`src/hw/rtl/tpm_pkg.sv`:
```
// Package with the types and constants of the touch point mapper.
`timescale 1ns / 1ps

package tpm_pkg;

  localparam int COEF_W = 32;
  localparam int RAW_W  = 12;
  localparam int PRES_W = 16;
  localparam int POS_W  = 9;
  localparam int CFG_IDX_W = 3;

  typedef enum logic [CFG_IDX_W-1:0] {
    REG_COEF_AX     = 3'd0,
    REG_COEF_BX     = 3'd1,
    REG_COEF_CX     = 3'd2,
    REG_COEF_AY     = 3'd3,
    REG_COEF_BY     = 3'd4,
    REG_COEF_CY     = 3'd5,
    REG_ROTATION    = 3'd6,
    REG_SOURCE_MODE = 3'd7
  } tpm_reg_idx_t;

  typedef enum logic [1:0] {
    ROT_QUARTER  = 2'd0,
    ROT_IDENTITY = 2'd1,
    ROT_THREE_Q  = 2'd2,
    ROT_HALF     = 2'd3
  } tpm_rot_t;

  typedef enum logic [1:0] {
    MODE_RES_UNCAL = 2'd0,
    MODE_RES_CAL   = 2'd1,
    MODE_CAP       = 2'd2,
    MODE_UNUSED    = 2'd3
  } tpm_mode_t;

  typedef struct packed {
    logic              down;
    logic [RAW_W-1:0]  x;
    logic [RAW_W-1:0]  y;
    logic [PRES_W-1:0] pressure;
  } tpm_sample_t;

endpackage

```
`src/hw/rtl/tpm_affine.sv`:
```
// One axis of the calibrated affine map: two products, offset, rounding and clamp.
`timescale 1ns / 1ps

module tpm_affine #(
  parameter int FRAC_BITS = 16,
  parameter int LIMIT     = 319,
  parameter int DIM_W     = 9
) (
  input  logic signed [tpm_pkg::COEF_W-1:0] coef_a,
  input  logic signed [tpm_pkg::COEF_W-1:0] coef_b,
  input  logic signed [tpm_pkg::COEF_W-1:0] coef_c,
  input  logic        [tpm_pkg::RAW_W-1:0]  raw_x,
  input  logic        [tpm_pkg::RAW_W-1:0]  raw_y,
  output logic        [DIM_W-1:0]           coord
);
  import tpm_pkg::*;

  localparam int PROD_W = COEF_W + RAW_W + 1;
  localparam int SUM_W  = PROD_W + 2;
  localparam logic [SUM_W-1:0] HALF  = {{(SUM_W-1){1'b0}}, 1'b1} << (FRAC_BITS - 1);
  localparam logic [SUM_W-1:0] LIM_X = SUM_W'(LIMIT);

  logic signed [PROD_W-1:0] prod_a;
  logic signed [PROD_W-1:0] prod_b;
  logic signed [SUM_W-1:0]  sum;
  logic        [SUM_W-1:0]  rnd;
  logic        [SUM_W-1:0]  shifted;

  assign prod_a = coef_a * $signed({1'b0, raw_x});
  assign prod_b = coef_b * $signed({1'b0, raw_y});
  assign sum    = SUM_W'(prod_a) + SUM_W'(prod_b) + SUM_W'(coef_c);

  // A negative sum rounds to zero or below, so the clamp takes it to zero
  // and only the non-negative rounding needs to be built.
  assign rnd     = unsigned'(sum) + HALF;
  assign shifted = rnd >> FRAC_BITS;

  always_comb begin
    if (sum[SUM_W-1]) begin
      coord = '0;
    end else if (shifted > LIM_X) begin
      coord = DIM_W'(LIMIT);
    end else begin
      coord = shifted[DIM_W-1:0];
    end
  end

endmodule

```
`src/hw/rtl/tpm_orient.sv`:
```
// Display rotation of a clamped landscape point into screen coordinates.
`timescale 1ns / 1ps

module tpm_orient #(
  parameter int SCREEN_W = 320,
  parameter int SCREEN_H = 240,
  parameter int DIM_W    = 9
) (
  input  logic [DIM_W-1:0]          lx,
  input  logic [DIM_W-1:0]          ly,
  input  tpm_pkg::tpm_rot_t         rotation,
  output logic [tpm_pkg::POS_W-1:0] pos_x,
  output logic [tpm_pkg::POS_W-1:0] pos_y
);
  import tpm_pkg::*;

  logic [DIM_W-1:0]       px;
  logic [DIM_W-1:0]       py;
  logic [DIM_W+POS_W-1:0] px_ext;
  logic [DIM_W+POS_W-1:0] py_ext;

  always_comb begin
    case (rotation)
      ROT_QUARTER: begin
        px = DIM_W'(SCREEN_H - 1) - ly;
        py = lx;
      end
      ROT_THREE_Q: begin
        px = ly;
        py = DIM_W'(SCREEN_W - 1) - lx;
      end
      ROT_HALF: begin
        px = DIM_W'(SCREEN_W - 1) - lx;
        py = DIM_W'(SCREEN_H - 1) - ly;
      end
      default: begin
        px = lx;
        py = ly;
      end
    endcase
  end

  // The result ports keep only the low bits, whatever the screen size.
  assign px_ext = {{POS_W{1'b0}}, px};
  assign py_ext = {{POS_W{1'b0}}, py};
  assign pos_x  = px_ext[POS_W-1:0];
  assign pos_y  = py_ext[POS_W-1:0];

endmodule

```
`src/hw/rtl/touch_point_mapper_core.sv`:
```
// Touch point mapper: sample register, mapping logic, state and result register.
//
// Usage: raw touch samples enter on the in_ channel (valid/stall) and one
// mapped result leaves on the out_ channel for every sample transfer.
// Coefficients, rotation and source mode are written on the cfg_ port;
// the user must write them only while the block is idle, which the block
// itself does not enforce; there is no read-back. A sample that is taken
// is held in the sample register and mapped there, and its result is then
// loaded into the result register, which drives out_valid; a stalled result
// holds the next sample in the sample register. Throughput is one sample per
// cycle while the receiver does not stall; the single pass through the two
// affine units and the clamp sets that figure.
// The block keeps the last press state and point, so results leave in the
// order of the samples and each one depends on the one before.
// Reset (rst_n low, synchronous) empties both registers, clears the press
// state and held point, zeroes the coefficients, selects the uncalibrated
// resistive mode and the identity landscape rotation.
// When the receiver stalls, the result is held unchanged; one more sample
// is taken into the sample register, after which in_stall is raised.
`timescale 1ns / 1ps

module touch_point_mapper_core #(
  parameter int SCREEN_W  = 320,
  parameter int SCREEN_H  = 240,
  parameter int NATIVE_W  = 240,
  parameter int FRAC_BITS = 16
) (
  input  logic                              clk,
  input  logic                              rst_n,
  input  logic                              cfg_we,
  input  logic [tpm_pkg::CFG_IDX_W-1:0]     cfg_index,
  input  logic [tpm_pkg::COEF_W-1:0]        cfg_data,
  input  logic                              in_valid,
  output logic                              in_stall,
  input  logic                              in_raw_down,
  input  logic [tpm_pkg::RAW_W-1:0]         in_raw_x,
  input  logic [tpm_pkg::RAW_W-1:0]         in_raw_y,
  input  logic [tpm_pkg::PRES_W-1:0]        in_raw_pressure,
  output logic                              out_valid,
  input  logic                              out_stall,
  output logic                              out_pressed,
  output logic [tpm_pkg::POS_W-1:0]         out_pos_x,
  output logic [tpm_pkg::POS_W-1:0]         out_pos_y,
  output logic [tpm_pkg::PRES_W-1:0]        out_pressure_out,
  output logic                              out_just_pressed,
  output logic                              out_just_released
);
  import tpm_pkg::*;

  localparam int DIM_W = $clog2(SCREEN_W > SCREEN_H ? SCREEN_W : SCREEN_H);
  localparam int CAP_W = RAW_W + 2;

  // Configuration registers.
  logic signed [COEF_W-1:0] coef_ax_r, coef_bx_r, coef_cx_r;
  logic signed [COEF_W-1:0] coef_ay_r, coef_by_r, coef_cy_r;
  tpm_rot_t                 rotation_r;
  tpm_mode_t                mode_r;

  always_ff @(posedge clk) begin
    if (!rst_n) begin
      coef_ax_r  <= '0;
      coef_bx_r  <= '0;
      coef_cx_r  <= '0;
      coef_ay_r  <= '0;
      coef_by_r  <= '0;
      coef_cy_r  <= '0;
      rotation_r <= ROT_IDENTITY;
      mode_r     <= MODE_RES_UNCAL;
    end else if (cfg_we) begin
      case (tpm_reg_idx_t'(cfg_index))
        REG_COEF_AX:     coef_ax_r  <= cfg_data;
        REG_COEF_BX:     coef_bx_r  <= cfg_data;
        REG_COEF_CX:     coef_cx_r  <= cfg_data;
        REG_COEF_AY:     coef_ay_r  <= cfg_data;
        REG_COEF_BY:     coef_by_r  <= cfg_data;
        REG_COEF_CY:     coef_cy_r  <= cfg_data;
        REG_ROTATION:    rotation_r <= tpm_rot_t'(cfg_data[1:0]);
        REG_SOURCE_MODE: mode_r     <= tpm_mode_t'(cfg_data[1:0]);
        default: ;
      endcase
    end
  end

  // Handshake: the sample register moves on whenever the result register
  // is empty or its result is being transferred.
  logic        smp_valid_r;
  tpm_sample_t smp_r;
  logic        out_valid_r;
  logic        res_load;
  logic        in_take;

  assign res_load = smp_valid_r && (!out_valid_r || !out_stall);
  assign in_stall = smp_valid_r && !res_load;
  assign in_take  = in_valid && !in_stall;

  always_ff @(posedge clk) begin
    if (!rst_n) begin
      smp_valid_r <= 1'b0;
    end else if (in_take) begin
      smp_valid_r <= 1'b1;
    end else if (res_load) begin
      smp_valid_r <= 1'b0;
    end
  end

  always_ff @(posedge clk) begin
    if (in_take) begin
      smp_r <= '{down: in_raw_down, x: in_raw_x, y: in_raw_y, pressure: in_raw_pressure};
    end
  end

  // Calibrated resistive path.
  logic [DIM_W-1:0] aff_lx, aff_ly;

  tpm_affine #(
    .FRAC_BITS(FRAC_BITS),
    .LIMIT    (SCREEN_W - 1),
    .DIM_W    (DIM_W)
  ) u_aff_x (
    .coef_a(coef_ax_r),
    .coef_b(coef_bx_r),
    .coef_c(coef_cx_r),
    .raw_x (smp_r.x),
    .raw_y (smp_r.y),
    .coord (aff_lx)
  );

  tpm_affine #(
    .FRAC_BITS(FRAC_BITS),
    .LIMIT    (SCREEN_H - 1),
    .DIM_W    (DIM_W)
  ) u_aff_y (
    .coef_a(coef_ay_r),
    .coef_b(coef_by_r),
    .coef_c(coef_cy_r),
    .raw_x (smp_r.x),
    .raw_y (smp_r.y),
    .coord (aff_ly)
  );

  // Capacitive path: a quarter-turn out of native portrait, then the clamp.
  logic signed [CAP_W-1:0] cap_ly_raw;
  logic [DIM_W-1:0]        cap_lx, cap_ly;

  assign cap_ly_raw = $signed(CAP_W'(NATIVE_W - 1)) - $signed({2'b00, smp_r.x});

  always_comb begin
    if ({1'b0, smp_r.y} > (RAW_W + 1)'(SCREEN_W - 1)) begin
      cap_lx = DIM_W'(SCREEN_W - 1);
    end else begin
      cap_lx = smp_r.y[DIM_W-1:0];
    end
    if (cap_ly_raw[CAP_W-1]) begin
      cap_ly = '0;
    end else if (cap_ly_raw > $signed(CAP_W'(SCREEN_H - 1))) begin
      cap_ly = DIM_W'(SCREEN_H - 1);
    end else begin
      cap_ly = cap_ly_raw[DIM_W-1:0];
    end
  end

  logic             pressed_nxt;
  logic [DIM_W-1:0] land_x, land_y;
  logic [POS_W-1:0] rot_x, rot_y;

  always_comb begin
    case (mode_r)
      MODE_RES_CAL: begin
        pressed_nxt = smp_r.down;
        land_x      = aff_lx;
        land_y      = aff_ly;
      end
      MODE_CAP: begin
        pressed_nxt = smp_r.down;
        land_x      = cap_lx;
        land_y      = cap_ly;
      end
      default: begin
        pressed_nxt = 1'b0;
        land_x      = cap_lx;
        land_y      = cap_ly;
      end
    endcase
  end

  tpm_orient #(
    .SCREEN_W(SCREEN_W),
    .SCREEN_H(SCREEN_H),
    .DIM_W   (DIM_W)
  ) u_orient (
    .lx      (land_x),
    .ly      (land_y),
    .rotation(rotation_r),
    .pos_x   (rot_x),
    .pos_y   (rot_y)
  );

  // Press state and the point that is held while released.
  logic             last_pressed_r;
  logic [POS_W-1:0] last_pos_x_r, last_pos_y_r;
  logic [POS_W-1:0] pos_x_nxt, pos_y_nxt;

  assign pos_x_nxt = pressed_nxt ? rot_x : last_pos_x_r;
  assign pos_y_nxt = pressed_nxt ? rot_y : last_pos_y_r;

  always_ff @(posedge clk) begin
    if (!rst_n) begin
      last_pressed_r <= 1'b0;
      last_pos_x_r   <= '0;
      last_pos_y_r   <= '0;
    end else if (res_load) begin
      last_pressed_r <= pressed_nxt;
      last_pos_x_r   <= pos_x_nxt;
      last_pos_y_r   <= pos_y_nxt;
    end
  end

  // Result register.
  logic              pressed_r, just_pressed_r, just_released_r;
  logic [POS_W-1:0]  pos_x_r, pos_y_r;
  logic [PRES_W-1:0] pressure_r;

  always_ff @(posedge clk) begin
    if (!rst_n) begin
      out_valid_r <= 1'b0;
    end else if (res_load) begin
      out_valid_r <= 1'b1;
    end else if (!out_stall) begin
      out_valid_r <= 1'b0;
    end
  end

  always_ff @(posedge clk) begin
    if (res_load) begin
      pressed_r       <= pressed_nxt;
      pos_x_r         <= pos_x_nxt;
      pos_y_r         <= pos_y_nxt;
      pressure_r      <= smp_r.pressure;
      just_pressed_r  <= pressed_nxt && !last_pressed_r;
      just_released_r <= !pressed_nxt && last_pressed_r;
    end
  end

  assign out_valid         = out_valid_r;
  assign out_pressed       = pressed_r;
  assign out_pos_x         = pos_x_r;
  assign out_pos_y         = pos_y_r;
  assign out_pressure_out  = pressure_r;
  assign out_just_pressed  = just_pressed_r;
  assign out_just_released = just_released_r;

endmodule

```
`config.mk`:
```
export PLATFORM = sky130hd
export DESIGN_NAME = touch_point_mapper_core
export DESIGN_NICKNAME = d
export VERILOG_FILES = /design/src/hw/rtl/tpm_pkg.sv /design/src/hw/rtl/tpm_affine.sv /design/src/hw/rtl/tpm_orient.sv /design/src/hw/rtl/touch_point_mapper_core.sv
export SDC_FILE = /design/constraint.sdc
export NUM_CORES = 2
export LEC_CHECK = 0
export CORE_MARGIN = 5
export CORE_UTILIZATION = 55
export DETAILED_ROUTE_END_ITERATION = 8
export DONT_BUFFER_PORTS = 1
export PLACE_DENSITY = 0.8
export SYNTH_ARGS = -nofsm -noshare
export SYNTH_HDL_FRONTEND = slang
export SYNTH_HIERARCHICAL = 1
export SYNTH_SLANG_ARGS = --single-unit
```
`constraint.sdc`:
```
create_clock -name clk -period 24.6 [get_ports clk]
set_input_delay 4.92 -clock clk [delete_from_list [all_inputs] [get_ports clk]]
set_output_delay 4.92 -clock clk [all_outputs]
set_load 0.03 [all_outputs]
```
# Yosys cells after proc, flatten, opt, wreduce, memory -nomap -nowiden
# Cells that the tools add are included.
dict set report op_classes {
  reduce_logical 24
  n_mul 4
  eq_ne 12
  n_lt_le_gt_ge 4
  muxes 18
  addsub 9
}
# cell count
set ops {}
lappend ops {{32-bit by 13-bit multiplier with 45-bit output} 4}
lappend ops {{9-bit 2-to-1 mux} 11}
lappend ops {{46-bit by 32-bit adder with 47-bit output} 2}
lappend ops {{47-bit by 16-bit adder with 47-bit output, second input constant} 2}
lappend ops {{45-bit by 45-bit adder with 46-bit output} 2}
lappend ops {{9-bit case mux with 3 select lines} 2}
lappend ops {{31-bit by 8-bit > comparator with 1-bit output, second input constant} 1}
lappend ops {{31-bit by 9-bit > comparator with 1-bit output, second input constant} 1}
lappend ops {{2-bit AND reduction} 8}
lappend ops {{13-bit by 9-bit > comparator with 1-bit output, second input constant} 1}
lappend ops {{8-bit by 12-bit subtractor with 13-bit output, first input constant} 1}
lappend ops {{3-bit == test, second input constant} 4}
lappend ops {{12-bit by 9-bit > comparator with 1-bit output, second input constant} 1}
lappend ops {{8-bit by 9-bit subtractor with 9-bit output, first input constant} 1}
lappend ops {{9-bit subtractor, first input constant} 1}
lappend ops {{2-bit == test, second input constant} 3}
lappend ops {{3-bit by 2-bit == test with 1-bit output, second input constant} 2}
lappend ops {{1-bit logical NOT} 6}
lappend ops {{1-bit logical AND} 5}
lappend ops {{1-bit 2-to-1 mux} 5}
lappend ops {{3-bit by 1-bit == test with 1-bit output, second input constant} 1}
lappend ops {{3-bit logical NOT} 1}
lappend ops {{2-bit by 1-bit == test with 1-bit output, second input constant} 1}
lappend ops {{2-bit logical NOT} 1}
lappend ops {{other kinds (4)} 4}
dict set report totals {
  output_inout_bits 39
  word_cells 94
  inputBits 81
  regBits 295
}

# Longest topological paths before layout
dict set report depth {
  word_depth 11
  mapped_depth 42
  mapped_depth_nobuf 39
}

# Cells and area by module
# Netlist, hierarchy kept.
# module n_inst seq_area_each_um2 area_each_um2 cells_each
set by_module_without_submodules {}
lappend by_module_without_submodules {{tpm_affine at u_aff_x} 1 0.0 29434.5 3362}
lappend by_module_without_submodules {{tpm_affine at u_aff_y} 1 0.0 29206.8 3287}
lappend by_module_without_submodules {touch_point_mapper_core 1 6686.4 11050.6 1132}
lappend by_module_without_submodules {tpm_orient 1 0.0 514.2 69}

# Worst setup path before layout
# No wires, ideal clock.
dict set report synth_timing {
  path_kind {input to output}
  start {input out_stall}
  end {output in_stall}
  stages 1
  arrival_time_ns 5.271
  n_path_buf 0
  required_time_ns 19.680
  slack_ns 14.409
  cell_sequence {and3_1}
}
dict set report synth_between {
  elab_chain_cells 5
}
# element line
set synth_rtl {}
lappend synth_rtl {{start: declaration} touch_point_mapper_core.sv:40} ;# input logic out_stall,
lappend synth_rtl {{1-bit logical NOT} -}
lappend synth_rtl {{1-bit logical OR} touch_point_mapper_core.sv:92} ;# assign res_load = smp_valid_r && (!out_valid_r || !out_stall);
lappend synth_rtl {{1-bit logical AND} touch_point_mapper_core.sv:92}
lappend synth_rtl {{1-bit logical NOT} touch_point_mapper_core.sv:93} ;# assign in_stall = smp_valid_r && !res_load;
lappend synth_rtl {{1-bit logical AND} touch_point_mapper_core.sv:93}
lappend synth_rtl {{end: declaration} touch_point_mapper_core.sv:34} ;# output logic in_stall,
# Every way passes these cells.

# Final worst setup path
dict set report layout_timing {
  start {register smp_r[22] in the netlist's numbering}
  end {register last_pos_y_r[8]}
}
dict set report layout_between {
  elab_chain_cells 11
  elab_cells_between_ends 22
  classes_between {8 x add/sub; 2 x mul; 3 x order compare; 9 x mux}
}
# element line
set layout_rtl {}
lappend layout_rtl {{start: declaration} touch_point_mapper_core.sv:87} ;# tpm_sample_t smp_r;
lappend layout_rtl {{start signal: assignment} touch_point_mapper_core.sv:108} ;# smp_r <= '{down: in_raw_down, x: in_raw_x, y: in_raw_y, pressure: in_raw_pressure};
lappend layout_rtl {{32-bit by 13-bit multiplier with 45-bit output (*)} tpm_affine.sv:30} ;# assign prod_b = coef_b * $signed({1'b0, raw_y});
lappend layout_rtl {{45-bit by 45-bit adder with 46-bit output (*)} tpm_affine.sv:31} ;# assign sum = SUM_W'(prod_a) + SUM_W'(prod_b) + SUM_W'(coef_c);
lappend layout_rtl {{46-bit by 32-bit adder with 47-bit output (*)} tpm_affine.sv:31}
lappend layout_rtl {{47-bit by 16-bit adder with 47-bit output} tpm_affine.sv:35} ;# assign rnd = unsigned'(sum) + HALF;
lappend layout_rtl {{31-bit by 9-bit > comparator with 1-bit output} tpm_affine.sv:41} ;# end else if (shifted > LIM_X) begin
lappend layout_rtl {{9-bit 2-to-1 mux} tpm_affine.sv:41}
lappend layout_rtl {{9-bit 2-to-1 mux (*)} tpm_affine.sv:39} ;# if (sum[SUM_W-1]) begin
lappend layout_rtl {{net aff_lx[7]} touch_point_mapper_core.sv:113} ;# logic [DIM_W-1:0] aff_lx, aff_ly;
lappend layout_rtl {{9-bit 2-to-1 mux (*)} touch_point_mapper_core.sv:167} ;# case (mode_r)
lappend layout_rtl {{net land_x[7]} touch_point_mapper_core.sv:163} ;# logic [DIM_W-1:0] land_x, land_y;
lappend layout_rtl {{9-bit subtractor (*)} tpm_orient.sv:30} ;# py = DIM_W'(SCREEN_W - 1) - lx;
lappend layout_rtl {{9-bit case mux with 3 select lines (*)} tpm_orient.sv:23} ;# case (rotation)
lappend layout_rtl {{net rot_y[8]} touch_point_mapper_core.sv:164} ;# logic [POS_W-1:0] rot_x, rot_y;
lappend layout_rtl {{9-bit 2-to-1 mux (*)} touch_point_mapper_core.sv:204} ;# assign pos_y_nxt = pressed_nxt ? rot_y : last_pos_y_r;
lappend layout_rtl {{net pos_y_nxt[8]} touch_point_mapper_core.sv:201} ;# logic [POS_W-1:0] pos_x_nxt, pos_y_nxt;
lappend layout_rtl {{end signal: assignment} touch_point_mapper_core.sv:214} ;# last_pos_y_r <= pos_y_nxt;
lappend layout_rtl {{end: declaration} touch_point_mapper_core.sv:200} ;# logic [POS_W-1:0] last_pos_x_r, last_pos_y_r;
# The timed path passes the listed nets; every way through them passes the cells marked *.
# A chain may end at the register's enable or synchronous reset.

==> impl_metrics.env <==
export IMPL_hold_ws_ps=422
export IMPL_io_buffers=0
export IMPL_yosys_warnings=6
export IMPL_syn_num_nets=9884
export IMPL_pwr_share_seq=0.277
export IMPL_cts_htree_levels=1
export IMPL_skew_ps=44.5
export IMPL_area_delta_synth_final_pct=2.57
export IMPL_cap_violations=0
export IMPL_final_setup_tns_ps=0
export IMPL_gp_congestion=0.901
export IMPL_yosysUniqueCellTypes=105
export IMPL_hold_viol=0
export IMPL_syn_area_um2=70200
export IMPL_cts_hold_buf=0
export IMPL_ir_drop_mv=0.0630
export IMPL_clock_root_buffer="clkbuf_16"
export IMPL_crit_path_frequent_cell="fa_1"
export IMPL_path_clk_slew_ps=70
export IMPL_endpoint_kind="register"
export IMPL_p_switching_uw=870
export IMPL_top_usage_layer="met2"
export IMPL_seq_area_frac_synth=0.0952
export IMPL_period_share=0.490
export IMPL_crit_type="register to register"
export IMPL_ys_ff_latch=295
export IMPL_initial_utilization=0.552
export IMPL_syn_inst=7850
export IMPL_hp_class="register to register"
export IMPL_synth_main_ff_cell="dfxtp_1"
export IMPL_grtUsageMet2=0.439
export IMPL_clkPwrFrac=0.220
export IMPL_route_vias_total=51557
export IMPL_synth_edff_count=78
export IMPL_worst_path_max_fanout=34
export IMPL_grt_pass1_vias=55477
export IMPL_clock_path_buffers=3
export IMPL_post_cts_setup_buffer_count=0
export IMPL_via_per_inst=5.59
export IMPL_core_area_um2=127000
export IMPL_first_pass_iters=7
export IMPL_p_per_area_nw_per_um2=27.1
export IMPL_routed_wl_mm=181
export IMPL_status="finished clean"
export IMPL_antenna_found_initial=10
export IMPL_use_met3=0.0536
export IMPL_clock_sinks=295
export IMPL_antenna_left=0
export IMPL_dieWidth_um=367
export IMPL_final_layout_size_suffix_gt1_frac=0.0225
export IMPL_crit_slowest_cell="a221oi_1"
export IMPL_final_nets=9568
export IMPL_cts_tree="yes"
export IMPL_insertion_delay_ps=590
export IMPL_syn_area_per_cell_um2=8.94
export IMPL_p_leak_nw=36.3
export IMPL_layout_commonest_cell="inv_1"
export IMPL_die_h_um=367
export IMPL_maxSlewViolCount=0
export IMPL_startpoint_type="register"
export IMPL_grt_usage=0.271
export IMPL_ys_async_sr_fraction=0
export IMPL_numCtsBuffers=26
export IMPL_wl_per_cell_um=19.6
export IMPL_combPwrFrac=0.503
export IMPL_grtUsageMet1=0.356
export IMPL_worstMarginPinSlew_ps=1210
export IMPL_p_int_mw=1.08
export IMPL_grt_max_degree=218
export IMPL_num_rows=131
export IMPL_grt_pass1_wl_mm=293
export IMPL_fin_crit_ps=12060
export IMPL_io_pin_count=120
export IMPL_pre_cts_ws_ps=12980
export IMPL_dp_cells=9168
export IMPL_cp_slowest_stage_delay_ps=590
export IMPL_dp_hpwl_mm=144
export IMPL_critPathArrivalTime_ps=12550
export IMPL_grt_overflow=0
export IMPL_setup_slack_ps=12540
export IMPL_grt_setup_unrepaired="false"
export IMPL_maxSlewHeadroom=0.191
export IMPL_p_sw_frac=0.446
export IMPL_cts_resized=0
export IMPL_drt_iter0_drc=4086
export IMPL_setup_viol=0
export IMPL_post_route_drc_count=0
export IMPL_fmax_ghz=0.0829
export IMPL_required_ps=25090
export IMPL_final_cell_mix="inv_1 (1926), fa_1 (1618), nand2_1 (1254), and2_1 (852), ha_1 (335)"
export IMPL_dieArea_um2=135000
export IMPL_finalNonFillerCells=9221
==> flip-flops by register name, indices dropped and copies added (netlist names), 9 cells and up <==
| name | cells |
|---|---|
| coef_cx_r | 32 |
| last_pos_y_r | 9 |
| coef_ay_r | 32 |
| coef_by_r | 32 |
| smp_r | 41 |
| coef_cy_r | 32 |
| out_pos_x | 9 |
| coef_bx_r | 32 |
| last_pos_x_r | 9 |
| coef_ax_r | 32 |
| out_pressure_out | 16 |
| out_pos_y | 9 |
==> logic make-up after synthesis <==
logic type,Yosys count,synth area share
compound gates,649,0.0636
other cells,1,0.0000534
mux,43,0.00691
xor+xnor,93,0.0117
fa+ha+maj,1953,0.521
simple gates,2504,0.177
buf+inv,2312,0.125
flops,295,0.0952
==> worst max-delay path: cells and delay by family, from the launching register on <==
kind | cells | cell delay (ps)
AOI/OAI and AO/OA | 9 | 2410
adders and majority gates | 9 | 4210
buffers and inverters | 4 | 1060
DFF | 1 | 340
muxes | 3 | 610
and+or+nand+nor | 10 | 3260
==> power by group through the flow <==
stage	logic (mW)	registers [mW]	clock network, mW
3_5_place_dp	0.962	0.552	0
2_1_floorplan	0.701	0.538	0
3_3_place_gp	0.932	0.552	0
4_1_cts	0.967	0.541	0.431
5_1_grt	1.08	0.544	0.454
6_report	0.982	0.542	0.429
==> per-stage QoR <==
stage	area, um^2	utilization	total power [mW]
4_1_cts	72000	0.566	1.94
3_5_place_dp	71100	0.559	1.51
6_report	72000	0.566	1.95
3_3_place_gp	71100	0.559	1.48
2_1_floorplan	70200	-	1.24
5_1_grt	72000	0.566	2.08
==> per-layer routing <==
layer | share of wire | vias to the layer above
met5 | 0.00029 | -
met4 | 0.055 | 8
met3 | 0.081 | 507
met2 | 0.47 | 2185
met1 | 0.39 | 26471
li1 | - | 22386
==> area by class of cell <==
class / count / area [um^2]
antenna: 5 / 12.5
clock buffer: 36 / 753
fill: 10801 / 55200
multi-input combinational: 5243 / 54800
clock inverter: 12 / 120
timing repair buffer: 42 / 315
tap: 1662 / 2080
sequential: 295 / 6690
inverter: 1926 / 7230
==> worst paths after layout <==
check | startpoint | to | slack, ps | cells after the start
setup / recovery | smp_r[22]$_DFFE_PP_ | last_pos_y_r[8]$_SDFFE_PN0P_ | 12540 | 35
hold / removal | smp_r[3]$_DFFE_PP_ | out_pressure_out[3]$_DFFE_PP_ | 420 | 0
setup reg to reg | smp_r[22]$_DFFE_PP_ | last_pos_y_r[8]$_SDFFE_PN0P_ | 12540 | 35
hold reg to reg | smp_r[3]$_DFFE_PP_ | out_pressure_out[3]$_DFFE_PP_ | 420 | 0
==> cell usage after synthesis, types with 50 or more instances <==
cell         n  area share
nand4_1     50      0.0045
ha_1       335       0.060
dfxtp_1    217       0.062
and2_1     852       0.076
edfxtp_1    78       0.033
nand2_1   1254       0.067
a21boi_0   170       0.018
a21oi_1    140       0.010
clkbuf_1   350       0.019
inv_1     1926        0.10
xnor2_1     54      0.0067
o21ai_0     68      0.0048
nor2_1     113      0.0060
fa_1      1618        0.46
No activity file was read; power rests on OpenSTA's default activity.
